`config.mk`:
```
export PLATFORM = sky130hd
export DESIGN_NAME = motor_packet_serial_link
export DESIGN_NICKNAME = d
export VERILOG_FILES = /design/src/rtl/core/mpsl_pkg.sv /design/src/rtl/core/mpsl_engine.sv /design/src/rtl/core/mpsl_burst.sv /design/src/rtl/core/motor_packet_serial_link.sv
export SDC_FILE = /design/constraint.sdc
export NUM_CORES = 1
export LEC_CHECK = 0
export BUFFER_PORTS_ARGS = -buffer_cell sky130_fd_sc_hd__buf_2
export CAP_MARGIN = 40
export CORE_MARGIN = 10
export CORE_UTILIZATION = 44
export CTS_CLUSTER_SIZE = 20
export DETAILED_ROUTE_END_ITERATION = 7
export GPL_TIMING_DRIVEN = 0
export PLACE_DENSITY = 0.66
export SYNTH_ARGS = -nofsm -noshare
export SYNTH_HDL_FRONTEND = slang
export SYNTH_HIERARCHICAL = 1
export SYNTH_SLANG_ARGS = --single-unit
```
`constraint.sdc`:
```
create_clock -name clk_i -period 7.7 [get_ports clk_i]
set_input_delay 0.77 -clock clk_i [delete_from_list [all_inputs] [get_ports clk_i]]
set_output_delay 0.77 -clock clk_i [all_outputs]
set_load 0.005 [all_outputs]
```
`src/rtl/core/mpsl_pkg.sv`:
```
// ----------------------------------------------------------------------------
// mpsl_pkg - shared types and constants of the motor packet serial link
// Request layouts, opcodes, status codes, register indexes and the CRC step.
// ----------------------------------------------------------------------------
package mpsl_pkg;

  // Opcodes of an input request
  localparam logic [1:0] OP_WRITE = 2'd0;
  localparam logic [1:0] OP_READ  = 2'd1;
  localparam logic [1:0] OP_RX    = 2'd2;
  localparam logic [1:0] OP_TICK  = 2'd3;

  // Report status codes
  localparam logic [2:0] ST_ACKED     = 3'd0;
  localparam logic [2:0] ST_EXHAUSTED = 3'd1;
  localparam logic [2:0] ST_READ_OK   = 3'd2;
  localparam logic [2:0] ST_CRC_BAD   = 3'd3;
  localparam logic [2:0] ST_TIMEOUT   = 3'd4;
  localparam logic [2:0] ST_BUSY      = 3'd5;

  // Result kinds
  localparam logic KIND_TX     = 1'b0;
  localparam logic KIND_REPORT = 1'b1;

  // Configuration register indexes
  localparam logic [1:0] CFG_MAX_RETRIES   = 2'd0;
  localparam logic [1:0] CFG_ACK_BYTE      = 2'd1;
  localparam logic [1:0] CFG_TIMEOUT_TICKS = 2'd2;

  localparam int unsigned CfgDataW = 16;

  localparam logic [2:0]  RETRIES_RST = 3'd3;
  localparam logic [7:0]  ACK_RST     = 8'hFF;
  localparam logic [15:0] TIMEOUT_RST = 16'd10;

  localparam logic [15:0] CRC_POLY  = 16'h1021;
  localparam logic [7:0]  SAT_CODE  = 8'd12;
  localparam logic [7:0]  SAT_LIMIT = 8'd127;

  // Response is four data bytes and two CRC bytes
  localparam logic [2:0] RESP_DATA_BYTES = 3'd4;
  localparam logic [2:0] RESP_BYTES      = 3'd6;

  localparam int unsigned BurstLen = 5;
  localparam int unsigned BurstCntW = $clog2(BurstLen + 1);

  typedef struct packed {
    logic [1:0] opcode;
    logic [7:0] address;
    logic [7:0] command_code;
    logic [7:0] value;
    logic [7:0] rx_byte;
  } in_req_t;

  typedef struct packed {
    logic               kind;
    logic [7:0]         tx_byte;
    logic               last;
    logic [2:0]         status;
    logic signed [31:0] read_value;
  } out_req_t;

  typedef struct packed {
    logic [2:0]  max_retries;
    logic [7:0]  ack_byte;
    logic [15:0] timeout_ticks;
  } cfg_t;

  // Result group of one request: a run of transmit bytes or a single report
  typedef struct packed {
    logic [BurstCntW-1:0]      count;
    logic                      is_report;
    logic [BurstLen-1:0][7:0]  bytes;
    logic [2:0]                status;
    logic signed [31:0]        read_value;
  } burst_t;

  // CRC-16, poly 0x1021, MSB first, one byte
  function automatic logic [15:0] crc_byte(input logic [15:0] acc, input logic [7:0] b);
    logic [15:0] c;
    c = acc ^ {b, 8'h00};
    for (int i = 0; i < 8; i++) begin
      if (c[15]) begin
        c = {c[14:0], 1'b0} ^ CRC_POLY;
      end else begin
        c = {c[14:0], 1'b0};
      end
    end
    return c;
  endfunction

endpackage

```
`src/rtl/core/mpsl_engine.sv`:
```
// ----------------------------------------------------------------------------
// mpsl_engine - request register and transaction state
// Registers one request, then decodes it against the link state in one pass.
// ----------------------------------------------------------------------------
module mpsl_engine import mpsl_pkg::*; (
  input  logic    clk_i,
  input  logic    rst_ni,
  input  cfg_t    cfg_i,
  input  logic    in_valid_i,
  output logic    in_stall_o,
  input  in_req_t in_data_i,
  input  logic    burst_ready_i,
  output logic    burst_load_o,
  output burst_t  burst_o
);

  typedef enum logic [2:0] {
    PH_IDLE  = 3'b001,
    PH_WRITE = 3'b010,
    PH_READ  = 3'b100
  } phase_e;

  logic    in_vld_q, in_vld_d;
  in_req_t in_q;
  logic    fire;

  phase_e      phase_q, phase_d;
  logic [15:0] crc_q, crc_d;
  logic [2:0]  tries_q, tries_d;
  logic [23:0] saved_q, saved_d;
  logic [2:0]  cnt_q, cnt_d;
  logic [47:0] shift_q, shift_d;
  logic [15:0] ticks_q, ticks_d;

  logic        is_write;
  logic [7:0]  sat_val;
  logic [23:0] pkt;
  logic [15:0] pkt_crc;
  logic [15:0] crc_rx;
  logic [2:0]  cnt_n;
  logic [47:0] shift_n;
  logic [15:0] ticks_n;

  assign in_stall_o = in_vld_q && !burst_ready_i;
  assign fire       = in_vld_q && burst_ready_i;
  assign in_vld_d   = in_stall_o ? in_vld_q : in_valid_i;

  always_ff @(posedge clk_i or negedge rst_ni) begin
    if (!rst_ni) begin
      in_vld_q <= 1'b0;
    end else begin
      in_vld_q <= in_vld_d;
    end
  end

  always_ff @(posedge clk_i) begin
    if (!in_stall_o) begin
      in_q <= in_data_i;
    end
  end

  // Packet send path: one CRC chain shared by a new write and a resend
  assign is_write = in_q.opcode == OP_WRITE;
  assign sat_val  = (in_q.command_code == SAT_CODE && in_q.value > SAT_LIMIT) ?
                    SAT_LIMIT : in_q.value;
  assign pkt      = is_write ? {in_q.address, in_q.command_code, sat_val} : saved_q;
  assign pkt_crc  = crc_byte(crc_byte(crc_byte(16'h0000, pkt[23:16]), pkt[15:8]), pkt[7:0]);

  assign crc_rx  = (cnt_q < RESP_DATA_BYTES) ? crc_byte(crc_q, in_q.rx_byte) : crc_q;
  assign cnt_n   = cnt_q + 3'd1;
  assign shift_n = {shift_q[39:0], in_q.rx_byte};
  assign ticks_n = (ticks_q != 16'hFFFF) ? ticks_q + 16'd1 : ticks_q;

  always_comb begin
    phase_d = phase_q;
    crc_d   = crc_q;
    tries_d = tries_q;
    saved_d = saved_q;
    cnt_d   = cnt_q;
    shift_d = shift_q;
    ticks_d = ticks_q;

    burst_o            = '0;
    burst_o.read_value = '0;

    unique case (in_q.opcode)
      OP_WRITE, OP_READ: begin
        if (phase_q != PH_IDLE) begin
          burst_o.count     = BurstCntW'(1);
          burst_o.is_report = 1'b1;
          burst_o.status    = ST_BUSY;
        end else if (is_write) begin
          saved_d = pkt;
          tries_d = cfg_i.max_retries;
          phase_d = PH_WRITE;
          ticks_d = '0;
          crc_d   = pkt_crc;
          burst_o.count = BurstCntW'(5);
          burst_o.bytes = {pkt_crc[7:0], pkt_crc[15:8], pkt[7:0], pkt[15:8], pkt[23:16]};
        end else begin
          crc_d   = crc_byte(crc_byte(16'h0000, in_q.address), in_q.command_code);
          cnt_d   = '0;
          shift_d = '0;
          ticks_d = '0;
          phase_d = PH_READ;
          burst_o.count       = BurstCntW'(2);
          burst_o.bytes[0]    = in_q.address;
          burst_o.bytes[1]    = in_q.command_code;
        end
      end
      OP_RX: begin
        unique case (phase_q)
          PH_WRITE: begin
            if (in_q.rx_byte == cfg_i.ack_byte) begin
              phase_d           = PH_IDLE;
              burst_o.count     = BurstCntW'(1);
              burst_o.is_report = 1'b1;
              burst_o.status    = ST_ACKED;
            end else if (tries_q != 3'd0) begin
              tries_d = tries_q - 3'd1;
              ticks_d = '0;
              crc_d   = pkt_crc;
              burst_o.count = BurstCntW'(5);
              burst_o.bytes = {pkt_crc[7:0], pkt_crc[15:8], pkt[7:0], pkt[15:8],
                               pkt[23:16]};
            end else begin
              phase_d           = PH_IDLE;
              burst_o.count     = BurstCntW'(1);
              burst_o.is_report = 1'b1;
              burst_o.status    = ST_EXHAUSTED;
            end
          end
          PH_READ: begin
            ticks_d = '0;
            crc_d   = crc_rx;
            shift_d = shift_n;
            cnt_d   = cnt_n;
            if (cnt_n >= RESP_BYTES) begin
              phase_d              = PH_IDLE;
              cnt_d                = '0;
              burst_o.count        = BurstCntW'(1);
              burst_o.is_report    = 1'b1;
              burst_o.status       = (shift_n[15:0] == crc_rx) ? ST_READ_OK : ST_CRC_BAD;
              burst_o.read_value   = shift_n[47:16];
            end
          end
          default: begin
          end
        endcase
      end
      default: begin
        // time tick
        if (phase_q != PH_IDLE) begin
          ticks_d = ticks_n;
          if (ticks_n >= cfg_i.timeout_ticks) begin
            phase_d           = PH_IDLE;
            ticks_d           = '0;
            cnt_d             = '0;
            burst_o.count     = BurstCntW'(1);
            burst_o.is_report = 1'b1;
            burst_o.status    = ST_TIMEOUT;
          end
        end
      end
    endcase
  end

  assign burst_load_o = fire && (burst_o.count != '0);

  always_ff @(posedge clk_i or negedge rst_ni) begin
    if (!rst_ni) begin
      phase_q <= PH_IDLE;
      crc_q   <= '0;
      tries_q <= '0;
      cnt_q   <= '0;
      shift_q <= '0;
      ticks_q <= '0;
    end else if (fire) begin
      phase_q <= phase_d;
      crc_q   <= crc_d;
      tries_q <= tries_d;
      cnt_q   <= cnt_d;
      shift_q <= shift_d;
      ticks_q <= ticks_d;
    end
  end

  // only read while a write is pending, so no reset
  always_ff @(posedge clk_i) begin
    if (fire) begin
      saved_q <= saved_d;
    end
  end

endmodule

```
`src/rtl/core/mpsl_burst.sv`:
```
// ----------------------------------------------------------------------------
// mpsl_burst - result register
// Holds the result group of one request; hands out one per unstalled cycle.
// ----------------------------------------------------------------------------
module mpsl_burst import mpsl_pkg::*; (
  input  logic     clk_i,
  input  logic     rst_ni,
  input  logic     load_i,
  input  burst_t   burst_i,
  output logic     ready_o,
  output logic     out_valid_o,
  input  logic     out_stall_i,
  output out_req_t out_data_o
);

  logic [BurstCntW-1:0]     cnt_q, cnt_d;
  logic                     rep_q;
  logic [BurstLen-1:0][7:0] bytes_q;
  logic [2:0]               status_q;
  logic signed [31:0]       rv_q;
  logic                     pop;

  assign out_valid_o = cnt_q != '0;
  assign pop         = out_valid_o && !out_stall_i;
  assign ready_o     = (cnt_q == '0) || (pop && cnt_q == BurstCntW'(1));

  always_comb begin
    if (load_i) begin
      cnt_d = burst_i.count;
    end else if (pop) begin
      cnt_d = cnt_q - BurstCntW'(1);
    end else begin
      cnt_d = cnt_q;
    end
  end

  always_ff @(posedge clk_i or negedge rst_ni) begin
    if (!rst_ni) begin
      cnt_q <= '0;
    end else begin
      cnt_q <= cnt_d;
    end
  end

  always_ff @(posedge clk_i) begin
    if (load_i) begin
      rep_q    <= burst_i.is_report;
      bytes_q  <= burst_i.bytes;
      status_q <= burst_i.status;
      rv_q     <= burst_i.read_value;
    end else if (pop) begin
      bytes_q <= {8'h00, bytes_q[BurstLen-1:1]};
    end
  end

  always_comb begin
    if (rep_q) begin
      out_data_o.kind       = KIND_REPORT;
      out_data_o.tx_byte    = '0;
      out_data_o.last       = 1'b1;
      out_data_o.status     = status_q;
      out_data_o.read_value = rv_q;
    end else begin
      out_data_o.kind       = KIND_TX;
      out_data_o.tx_byte    = bytes_q[0];
      out_data_o.last       = cnt_q == BurstCntW'(1);
      out_data_o.status     = '0;
      out_data_o.read_value = '0;
    end
  end

endmodule

```
`src/rtl/core/motor_packet_serial_link.sv`:
```
// ----------------------------------------------------------------------------
// motor_packet_serial_link - host side of a packet serial motor link
// Builds write and read packets with CRC-16, tracks acknowledge, retries,
// read responses and timeouts, and emits transmit bytes and reports.
// ----------------------------------------------------------------------------
// Usage: each input request is one event (write command, read command,
// received byte or time tick). A request sits in the input register, is
// decoded there against the link state, and its results land in the result
// register, which emits one result per cycle while out_stall_i is low, from
// the following cycle on. A write (or a resend) gives five transmit bytes, a
// read command two, a report one, and ignored bytes and ticks none. The
// input is taken again as soon as the result register is down to its last
// pending result, so back-to-back events flow at one per cycle whenever they
// produce at most one result each and the output is not stalled. The output
// register count sets the sustained rate. Configuration registers (max
// retries, acknowledge byte, timeout ticks) are written through cfg_we_i /
// cfg_index_i / cfg_wdata_i and should change only while the link is idle.
// ----------------------------------------------------------------------------
module motor_packet_serial_link import mpsl_pkg::*; (
  input  logic                clk_i,
  input  logic                rst_ni,
  input  logic                cfg_we_i,
  input  logic [1:0]          cfg_index_i,
  input  logic [CfgDataW-1:0] cfg_wdata_i,
  input  logic                in_valid_i,
  output logic                in_stall_o,
  input  in_req_t             in_data_i,
  output logic                out_valid_o,
  input  logic                out_stall_i,
  output out_req_t            out_data_o
);

  cfg_t   cfg_q;
  logic   burst_ready;
  logic   burst_load;
  burst_t burst;

  // Configuration registers; index 3 is unused and dropped
  always_ff @(posedge clk_i or negedge rst_ni) begin
    if (!rst_ni) begin
      cfg_q.max_retries   <= RETRIES_RST;
      cfg_q.ack_byte      <= ACK_RST;
      cfg_q.timeout_ticks <= TIMEOUT_RST;
    end else if (cfg_we_i) begin
      unique case (cfg_index_i)
        CFG_MAX_RETRIES:   cfg_q.max_retries   <= cfg_wdata_i[2:0];
        CFG_ACK_BYTE:      cfg_q.ack_byte      <= cfg_wdata_i[7:0];
        CFG_TIMEOUT_TICKS: cfg_q.timeout_ticks <= cfg_wdata_i[15:0];
        default: begin
        end
      endcase
    end
  end

  // Request decode and link state
  mpsl_engine u_engine (
    .clk_i         (clk_i),
    .rst_ni        (rst_ni),
    .cfg_i         (cfg_q),
    .in_valid_i    (in_valid_i),
    .in_stall_o    (in_stall_o),
    .in_data_i     (in_data_i),
    .burst_ready_i (burst_ready),
    .burst_load_o  (burst_load),
    .burst_o       (burst)
  );

  // Result register, one result per cycle while out_stall_i is low
  mpsl_burst u_burst (
    .clk_i       (clk_i),
    .rst_ni      (rst_ni),
    .load_i      (burst_load),
    .burst_i     (burst),
    .ready_o     (burst_ready),
    .out_valid_o (out_valid_o),
    .out_stall_i (out_stall_i),
    .out_data_o  (out_data_o)
  );

endmodule
```
==> impl_metrics.env, run 1 <==
export IMPL_outcome="finished clean"
export IMPL_ys_ff_latch=246
export IMPL_die_h_um=196
export IMPL_report_final_slew_viol_count=0
export IMPL_io_pins=104
export IMPL_cts_sinks=246
export IMPL_wl_per_cell_um=18.9
export IMPL_muxShareOfSynthArea=0.0736
export IMPL_clock_path_buffers=3
export IMPL_post_cts_resized=0
export IMPL_dr_first_iter_drc_count=750
export IMPL_fin_hold_ws_ps=170
export IMPL_fin_cells=1814
export IMPL_die_w_um=196
export IMPL_vias=9592
export IMPL_peakVddDrop_mv=0.516
export IMPL_die_area_mm2=0.0383
export IMPL_hold_buffers=0
export IMPL_htreeDepth=1
export IMPL_num_rows=64
export IMPL_dp_hpwl_mm=26.1
export IMPL_layout_commonest_cell="nand2_1"
export IMPL_worst_pin_slew_ps=890
export IMPL_power_density_mw_per_mm2=490
export IMPL_timing_final_crit_share=0.709
export IMPL_cts_tree="yes"
export IMPL_cp_slowest_cell="a31oi_4"
export IMPL_worst_path_most_repeated_cell="a21o_1"
export IMPL_synthFlopType="edfxtp_1"
export IMPL_synth_simple_gate_area_share=0.152
export IMPL_ant_nets=0
export IMPL_clkLatencyLatePin_ps=560
export IMPL_drc=0
export IMPL_min_period_ps=5460
export IMPL_grt_pass1_vias=9497
export IMPL_finalPower_mw=7.69
export IMPL_final_core_util=0.514
export IMPL_hold_violations=0
export IMPL_cts_setup_buffers=0
export IMPL_synth_cells=1258
export IMPL_max_stage_delay_ps=500
export IMPL_startpoint_type="flop"
export IMPL_antenna_found_initial=0
export IMPL_port_buffers=103
export IMPL_async_flop_share=0.455
export IMPL_cts_buffers=27
export IMPL_synth_top_family_by_area="simple AND/OR/NAND/NOR gates"
export IMPL_cp_end_kind="flop"
export IMPL_gp_congestion=0.955
export IMPL_timing_final_setup_violations=0
export IMPL_hp_class="in2async"
export IMPL_core_area_mm2=0.0305
export IMPL_root_buffer="clkbuf_16"
export IMPL_drive_above_1_share=0.193
export IMPL_rsz0062_at_grt="no"
export IMPL_cp_arrival_ps=5710
export IMPL_cp_num_buf_inv=4
export IMPL_skew_ps=19.4
export IMPL_ys_types=76
export IMPL_max_slew_margin_rel=0.403
export IMPL_syn_num_nets=1339
export IMPL_worstPathCellList="clkbuf_1 > and4_1 > nand3_1 > nor4_1 > nand3_1 > nand2b_1 > nor2_1 > xor2_1 > ha_1 > a21o_1 > a21o_1 > a21oi_1 > o21ai_0 > a21o_1 > nand3b_1 > a31oi_4 > buf_4 > buf_6 > or2_2 > buf_12"
export IMPL_avgSynthCellArea_um2=10.8
export IMPL_synth_adder_area_share=0.0221
export IMPL_dr_pass1_iters=5
export IMPL_clk_pin_slew_ps=60
export IMPL_grt_usage=0.175
export IMPL_start_util=0.445
export IMPL_ys_warnings_count=6
export IMPL_maxCapViolations=0
export IMPL_fin_nets=1478
export IMPL_syn_to_final_growth_pct=15.5
export IMPL_synth_compound_area_frac=0.0960
export IMPL_grt_pass1_wl_mm=54.0
export IMPL_synth_seq_area_share=0.503
export IMPL_grt_max_degree=61
export IMPL_crit_family="simple AND/OR/NAND/NOR gates"
export IMPL_path_max_fanout=32
export IMPL_final_cell_mix="179 x nand2_1, 134 x edfxtp_1, 110 x buf_2"
export IMPL_fmax_mhz=183
export IMPL_routed_wirelength_mm=34.4
export IMPL_worstPathRequired_ps=7950
export IMPL_n_antenna_cell=0
export IMPL_gr_total_overflow=0
export IMPL_post_place_cells=1764
export IMPL_avgViaCountPerCell=5.29
export IMPL_synthesis_area_mm2=0.0136
export IMPL_synth_xor_area_frac=0.119
export IMPL_synth_enable_flop_cells=134
export IMPL_leakagePower_nw=6.55
export IMPL_crit_type="reg2reg"
flip-flops by register name, indices dropped and copies added (netlist names), 16 cells and up:
signal            cells
u_engine/crc_q       16
u_engine/saved_q     24
u_engine/shift_q     40
u_engine/ticks_q     16
u_burst/rv_q         32
cfg_q                27
u_engine/in_q        34
u_burst/bytes_q      40
report_power, final:
part           switching [mW]  total, mW  internal, mW
registers               0.273       2.19          1.91
logic                    2.43       4.12          1.69
clock network           0.558       1.38         0.827
total                    3.26       7.69          4.43
path summary, 6_finish.rpt:
path | to | slack, ps | cells past startpoint | startpoint
max in group asynchronous | cfg_q[23] | 6820 | 2 | rst_ni
min reg2reg | u_engine/shift_q[37] | 470 | 2 | u_engine/shift_q[37]
min in group clk_i | u_engine/in_q[2] | 380 | 1 | in_data_i[2]
min | cfg_q[15] | 170 | 1 | rst_ni
max | u_burst/bytes_q[22] | 2240 | 20 | u_engine/ticks_q[3]
max reg2reg | u_burst/bytes_q[22] | 2240 | 20 | u_engine/ticks_q[3]
layout make-up:
cell class              count  area [um^2]
inverters                  40          150
well taps                 396          495
clock inverters            20          255
multi-input cells         903         6310
flip-flops and latches    246         6840
clock buffers              30          697
repair buffers            110          637
fillers                  2755        14800
plain buffers              69          307
Yosys cell counts (3+ instances only):
library cell	count	share of area
mux2_2	60	0.050
a221oi_1	3	0.0019
xnor2_1	100	0.064
nor2b_1	19	0.0087
a22oi_1	3	0.0017
buf_2	7	0.0026
xor2_1	50	0.032
dfrtp_1	99	0.18
inv_1	39	0.011
a31oi_1	4	0.0018
nor4_1	3	0.0014
o211ai_1	3	0.0017
edfxtp_1	134	0.30
mux2i_1	16	0.012
o31ai_1	4	0.0022
dfstp_2	13	0.025
buf_6	4	0.0033
a211oi_1	3	0.0017
nand2_1	179	0.049
nor2_1	61	0.017
mux2_4	10	0.011
o21ai_0	94	0.035
a21o_1	10	0.0055
a21oi_1	33	0.012
a22o_1	24	0.015
or2_2	4	0.0018
nand4_1	7	0.0032
nand3_1	14	0.0052
clkbuf_1	54	0.015
or3_1	4	0.0018
a221o_1	3	0.0022
nor3_1	6	0.0022
o22ai_1	3	0.0014
ha_1	24	0.022
nor3b_1	3	0.0017
and3_1	7	0.0032
nand2b_1	17	0.0078
and2_1	80	0.037
xnor3_1	11	0.018
worst reg2reg max path: stages, from the launching register on:
cell      delay [ps]
dfrtp_1          330
clkbuf_1         270
and4_1           330
nand3_1          150
nor4_1           380
nand3_1          270
nand2b_1         320
nor2_1           120
xor2_1           160
ha_1             300
a21o_1           120
a21o_1           110
a21oi_1           60
o21ai_0          330
a21o_1           240
nand3b_1         170
a31oi_4          500
buf_4            290
buf_6            170
or2_2            280
buf_12           250
stage by stage:
stage	setup slack, ps	area [um^2]	setup TNS [ps]
2_1_floorplan	1360	13600	0
3_3_place_gp	-459	14600	-18290
3_5_place_dp	2310	14700	0
4_1_cts	2250	15700	0
5_1_grt	1800	15700	0
6_report	2240	15700	0
logic make-up after synthesis:
| logic type | Yosys count |
|---|---|
| and+or+nand+nor | 419 |
| adders and majority gates | 24 |
| buffers and inverters | 109 |
| DFF | 246 |
| AOI/OAI and AO/OA | 209 |
| xor gates and xnor gates | 164 |
| muxes | 87 |
layer usage:
layer  vias up  wire [um]  share of wire  global-route usage
met5         -          0              0                   0
met4         0        744          0.022              0.0464
met3        51       2120          0.062              0.0300
met2       287      15300           0.45               0.269
met1      4608      16200           0.47               0.249
li1       4646          -              -                   -
No activity file was read; power rests on OpenSTA's default activity.
==> run 2, diff against run 1 <==
==> constraint.sdc (replaced) <==
create_clock -name clk_i -period 5.55 [get_ports clk_i]
set_input_delay 0.555 -clock clk_i [delete_from_list [all_inputs] [get_ports clk_i]]
set_output_delay 0.555 -clock clk_i [all_outputs]
set_load 0.005 [all_outputs]
==> run 2 against run 1 <==
Largest power group unchanged. Worst setup slack lost 1800 ps. Sequential power grew 39%. Core utilization is 0.15 points lower. Design area fell by 0.29%. Wire length down 0.67%. Cell count rose by 0.22%. Die area is the same. Critical path depth down 2. Clock-buffer cell count is 4 higher.
==> impl_metrics.env, run 2 (same netlist as run 1, synthesis figures left out) <==
export IMPL_outcome="finished clean"
export IMPL_wl_met3_mm=2.55
export IMPL_timing_final_setup_violations=0
export IMPL_fmax_mhz=196
export IMPL_port_buffers=103
export IMPL_worst_pin_slew_ps=1000
export IMPL_clk_pin_slew_ps=60
export IMPL_antenna_found_initial=0
export IMPL_top_layer="met4"
export IMPL_num_rows=64
export IMPL_maxCapViolations=0
export IMPL_hold_violations=0
export IMPL_cts_tree="yes"
export IMPL_dp_hpwl_mm=25.8
export IMPL_min_period_ps=5100
export IMPL_clkLatencyLatePin_ps=560
export IMPL_wl_per_cell_um=18.8
export IMPL_hp_class="in2reg"
export IMPL_grt_max_degree=73
export IMPL_die_w_um=196
export IMPL_grt_pass1_vias=9710
export IMPL_clock_path_buffers=3
export IMPL_multi_input_area_mm2=0.00632
export IMPL_fill_cells=2759
export IMPL_dr_pass1_iters=8
export IMPL_seq_area_mm2=0.00684
export IMPL_wl_met2_mm=15.3
export IMPL_routed_wirelength_mm=34.1
export IMPL_dr_first_iter_drc_count=877
export IMPL_ant_nets=0
export IMPL_report_final_slew_viol_count=0
export IMPL_gr_total_overflow=0
export IMPL_crit_type="reg2reg"
export IMPL_skew_ps=26.3
export IMPL_syn_to_final_growth_pct=15.1
export IMPL_grt_usage=0.174
export IMPL_layout_commonest_cell="nand2_1"
export IMPL_grt_pass1_wl_mm=54.4
export IMPL_timing_final_crit_share=0.918
export IMPL_path_max_fanout=34
export IMPL_start_util=0.445
export IMPL_startpoint_type="flop"
export IMPL_drc=0
export IMPL_power_density_mw_per_mm2=670
export IMPL_dp_slack_ps=240
export IMPL_top_regs="u_burst/bytes_q: 40 flops, u_engine/shift_q: 40 flops, u_engine/in_q: 34 flops"
export IMPL_final_core_util=0.513
export IMPL_cp_arrival_ps=5380
export IMPL_worstPathRequired_ps=5840
export IMPL_rsz0062_at_grt="no"
export IMPL_wl_met1_mm=15.6
export IMPL_fin_nets=1482
export IMPL_die_area_mm2=0.0383
export IMPL_max_slew_margin_rel=0.328
export IMPL_cts_sinks=246
export IMPL_vias=9689
export IMPL_htreeDepth=1
export IMPL_n_antenna_cell=0
export IMPL_cts_buffers=27
export IMPL_final_cell_mix="179 x nand2_1, 134 x edfxtp_1, 110 x buf_2"
export IMPL_gp_congestion=0.946
export IMPL_core_area_mm2=0.0305
export IMPL_drive_above_1_share=0.189
export IMPL_postLayoutSetupSlackWorst_ps=453
export IMPL_io_pins=104
export IMPL_root_buffer="clkbuf_16"
export IMPL_cp_end_kind="flop"
export IMPL_peakVddDrop_mv=0.571
export IMPL_leakagePower_nw=6.53
export IMPL_die_h_um=196
export IMPL_avgViaCountPerCell=5.33
[run 2: worst max-delay path, stage by stage, from the launching register on]
cell	delay (ps)
dfrtp_1	320
clkbuf_1	280
and4_1	320
and3_1	200
nand3_1	200
nor4_1	520
nor2_1	210
nand3_1	170
xnor2_1	130
ha_1	260
a2111oi_0	370
o21ai_0	240
a21o_1	260
nand3b_1	140
a31oi_4	170
buf_4	260
buf_6	150
or2_2	390
buf_12	210
[run 2: timing repair]
item,in CTS,in global routing
endpoints found under the hold margin,34,0
hold buffers,1,0
setup endpoints to repair,0,76
resized for setup,0,2
setup buffers,0,3
[run 2: cell type report]
| class | count | area share |
|---|---|---|
| clock inverters | 16 | 0.00935 |
| well taps | 396 | 0.0317 |
| clock buffers | 34 | 0.0449 |
| flip-flops and latches | 246 | 0.437 |
| multi-input cells | 903 | 0.404 |
| inverters | 40 | 0.00959 |
| plain buffers | 69 | 0.0196 |
| repair buffers | 114 | 0.0441 |
[run 2: routing by layer]
layer / track usage / up-vias
met5: 0 / -
met4: 0.0393 / 0
met3: 0.0321 / 51
met2: 0.272 / 341
met1: 0.246 / 4662
li1: - / 4635
[run 2: final timing paths]
check | from | end | slack, ps | cells past startpoint
setup / recovery | u_engine/ticks_q[4] | u_burst/bytes_q[34] | 450 | 18
hold / removal | in_data_i[3] | u_engine/in_q[3] | 170 | 1
setup reg to reg | u_engine/ticks_q[4] | u_burst/bytes_q[34] | 450 | 18
hold reg to reg | u_engine/shift_q[38] | u_engine/shift_q[38] | 470 | 2
max in group asynchronous | rst_ni | cfg_q[23] | 4360 | 3
min in group asynchronous | rst_ni | u_engine/ticks_q[5] | 480 | 2
[run 2: per-stage QoR]
stage	cells	power, mW	TNS [ps]	hold WS (ps)	instance area, um^2
final	1818	10.5	0	174	15600
after floorplan	1258	6.99	0	259	13600
after global routing	1818	11.1	0	160	15600
after global placement	1757	8.61	-93040	461	14600
after detailed placement	1764	8.69	0	467	14800
after CTS	1815	10.5	0	151	15600
[run 2: power breakdown]
part	leakage (nW)	internal (mW)	switching (mW)	total (mW)
Combinational	3.39	2.36	3.34	5.70
Sequential	2.73	2.65	0.386	3.04
Clock	0.409	0.994	0.744	1.74
==> run 3, diff against run 2 <==
--- a/config.mk
+++ b/config.mk
@@ -13,6 +13,7 @@
 export DETAILED_ROUTE_END_ITERATION = 7
 export GPL_TIMING_DRIVEN = 0
 export PLACE_DENSITY = 0.66
+export RECOVER_POWER = 50
 export SYNTH_ARGS = -nofsm -noshare
 export SYNTH_HDL_FRONTEND = slang
 export SYNTH_HIERARCHICAL = 1
==> run 3 against run 2 <==
The flow now finishes with violations (capacitance limit, slew limit). Cell count unchanged. Sequential share of layout area increased by 0.49 points. Register-to-register slack barely moved. Clock skew is 0.52 ps higher. Flip-flop and latch count stayed put. Sequential power about the same. Clock power hardly changed. Die area unchanged. Non-clock buffer count is the same. Critical endpoint is now u_burst/bytes_q[10]. Highest routed layer unchanged.
==> impl_metrics.env, run 3 (same netlist as run 1, synthesis figures left out) <==
export IMPL_syn_to_final_growth_pct=13.9
export IMPL_timing_final_setup_violations=0
export IMPL_clock_path_buffers=3
export IMPL_wl_per_cell_um=18.8
export IMPL_report_final_slew_viol_count=146
export IMPL_cts_tree="yes"
export IMPL_worst_pin_slew_ps=2280
export IMPL_layout_commonest_cell="nand2_1"
export IMPL_crit_type="reg2reg"
export IMPL_die_w_um=196
export IMPL_routed_wirelength_mm=34.2
export IMPL_antenna_found_initial=0
export IMPL_start_util=0.445
export IMPL_cp_end_kind="flop"
export IMPL_clkLatencyLatePin_ps=560
export IMPL_vias=9680
export IMPL_drc=0
export IMPL_outcome="complete, but fails checks"
export IMPL_power_density_mw_per_mm2=674
export IMPL_cts_buffers=27
export IMPL_dr_first_iter_drc_count=858
export IMPL_io_pins=104
export IMPL_violations="capacitance limit, slew limit"
export IMPL_n_antenna_cell=0
export IMPL_hold_violations=0
export IMPL_clk_pin_slew_ps=60
export IMPL_port_buffers=103
export IMPL_cp_arrival_ps=5380
export IMPL_avgViaCountPerCell=5.32
export IMPL_rsz0062_at_grt="no"
export IMPL_die_area_mm2=0.0383
export IMPL_dpl_cell_area_mm2=0.0148
export IMPL_grt_pass1_vias=9710
export IMPL_fin_nets=1482
export IMPL_seq_area_mm2=0.00684
export IMPL_hp_class="in2reg"
export IMPL_core_area_mm2=0.0305
export IMPL_root_buffer="clkbuf_16"
export IMPL_grt_usage=0.174
export IMPL_fmax_mhz=196
export IMPL_startpoint_type="flop"
export IMPL_num_rows=64
export IMPL_multi_input_area_mm2=0.00624
export IMPL_ant_nets=0
export IMPL_path_max_fanout=34
export IMPL_peakVddDrop_mv=0.578
export IMPL_gr_total_overflow=0
export IMPL_cts_sinks=246
export IMPL_timing_final_crit_share=0.918
export IMPL_grt_pass1_wl_mm=54.4
export IMPL_worstPathRequired_ps=5840
export IMPL_skew_ps=26.8
export IMPL_fin_hold_ws_ps=173
export IMPL_min_period_ps=5090
export IMPL_max_slew_margin_rel=-0.517
export IMPL_grt_max_degree=73
export IMPL_final_cell_mix="179 x nand2_1, 134 x edfxtp_1, 100 x xnor2_1"
export IMPL_htreeDepth=1
export IMPL_final_core_util=0.507
export IMPL_maxCapViolations=3
export IMPL_fill_cells=2797
export IMPL_gp_congestion=0.946
export IMPL_dp_hpwl_mm=25.8
export IMPL_leakagePower_nw=6.31
export IMPL_fin_cells=1818
export IMPL_stdcell_area_mm2=0.0155
export IMPL_drive_above_1_share=0.155
export IMPL_r2r_slack_ps=460
export IMPL_die_h_um=196
export IMPL_dr_pass1_iters=7
export IMPL_post_place_cells=1764
export IMPL_top_regs="u_burst/bytes_q: 40 flops, u_engine/shift_q: 40 flops, u_engine/in_q: 34 flops"
==> run 3: critical path, stage by stage (launching register included) <==
cell	delay, ps
dfrtp_1	320
clkbuf_1	280
and4_1	320
and3_1	200
nand3_1	200
nor4_1	520
nor2_1	210
nand3_1	170
xnor2_1	130
ha_1	260
a2111oi_0	370
o21ai_0	240
a21o_1	260
nand3b_1	140
a31oi_4	170
buf_4	260
buf_6	150
or2_2	390
buf_12	210
==> run 3: final timing paths <==
path / start / to / depth (start not counted)
setup / recovery: u_engine/ticks_q[3] / u_burst/bytes_q[10] / 18
hold / removal: in_data_i[3] / u_engine/in_q[3] / 1
setup reg to reg: u_engine/ticks_q[3] / u_burst/bytes_q[10] / 18
max in group asynchronous: rst_ni / u_engine/shift_q[30] / 3
min in group asynchronous: rst_ni / u_engine/in_vld_q / 2
hold reg to reg: u_engine/shift_q[38] / u_engine/shift_q[38] / 2
==> run 3: cell type report <==
| type | instances | share of cell area |
|---|---|---|
| Sequential cell | 246 | 0.442 |
| Multi-Input combinational cell | 903 | 0.403 |
| Clock buffer | 34 | 0.0454 |
| Timing Repair Buffer | 114 | 0.0392 |
| Tap cell | 396 | 0.0320 |
| Buffer | 69 | 0.0190 |
| Inverter | 40 | 0.00970 |
| Clock inverter | 16 | 0.00946 |
==> run 3: through the flow <==
| stage | power, mW | worst slack [ps] | setup TNS, ps |
|---|---|---|---|
| finish | 10.4 | 457 | 0 |
| global route | 11.1 | 17.8 | 0 |
| CTS | 10.5 | 167 | 0 |
| detailed placement | 8.69 | 240 | 0 |
| global placement | 8.61 | -1410 | -93040 |
| floorplan | 6.99 | 20.2 | 0 |
==> run 3: power breakdown <==
part | internal, mW | switching [mW]
registers | 2.66 | 0.387
logic | 2.31 | 3.34
clock network | 0.993 | 0.742
==> run 3: timing repair <==
| action | in CTS | in global routing |
|---|---|---|
| hold buffers | 1 | 0 |
| setup buffers | 0 | 3 |
| endpoints found under the setup margin | 0 | 76 |
| gates resized for setup | 0 | 2 |
| hold endpoints to repair | 34 | 0 |
==> run 3: routing by layer <==
layer / vias to the layer above / share of wire / GRT usage
li1: 4636 / - / -
met1: 4700 / 0.46 / 0.246
met2: 300 / 0.45 / 0.272
met3: 44 / 0.070 / 0.0321
met4: 0 / 0.018 / 0.0393
met5: - / 0 / 0
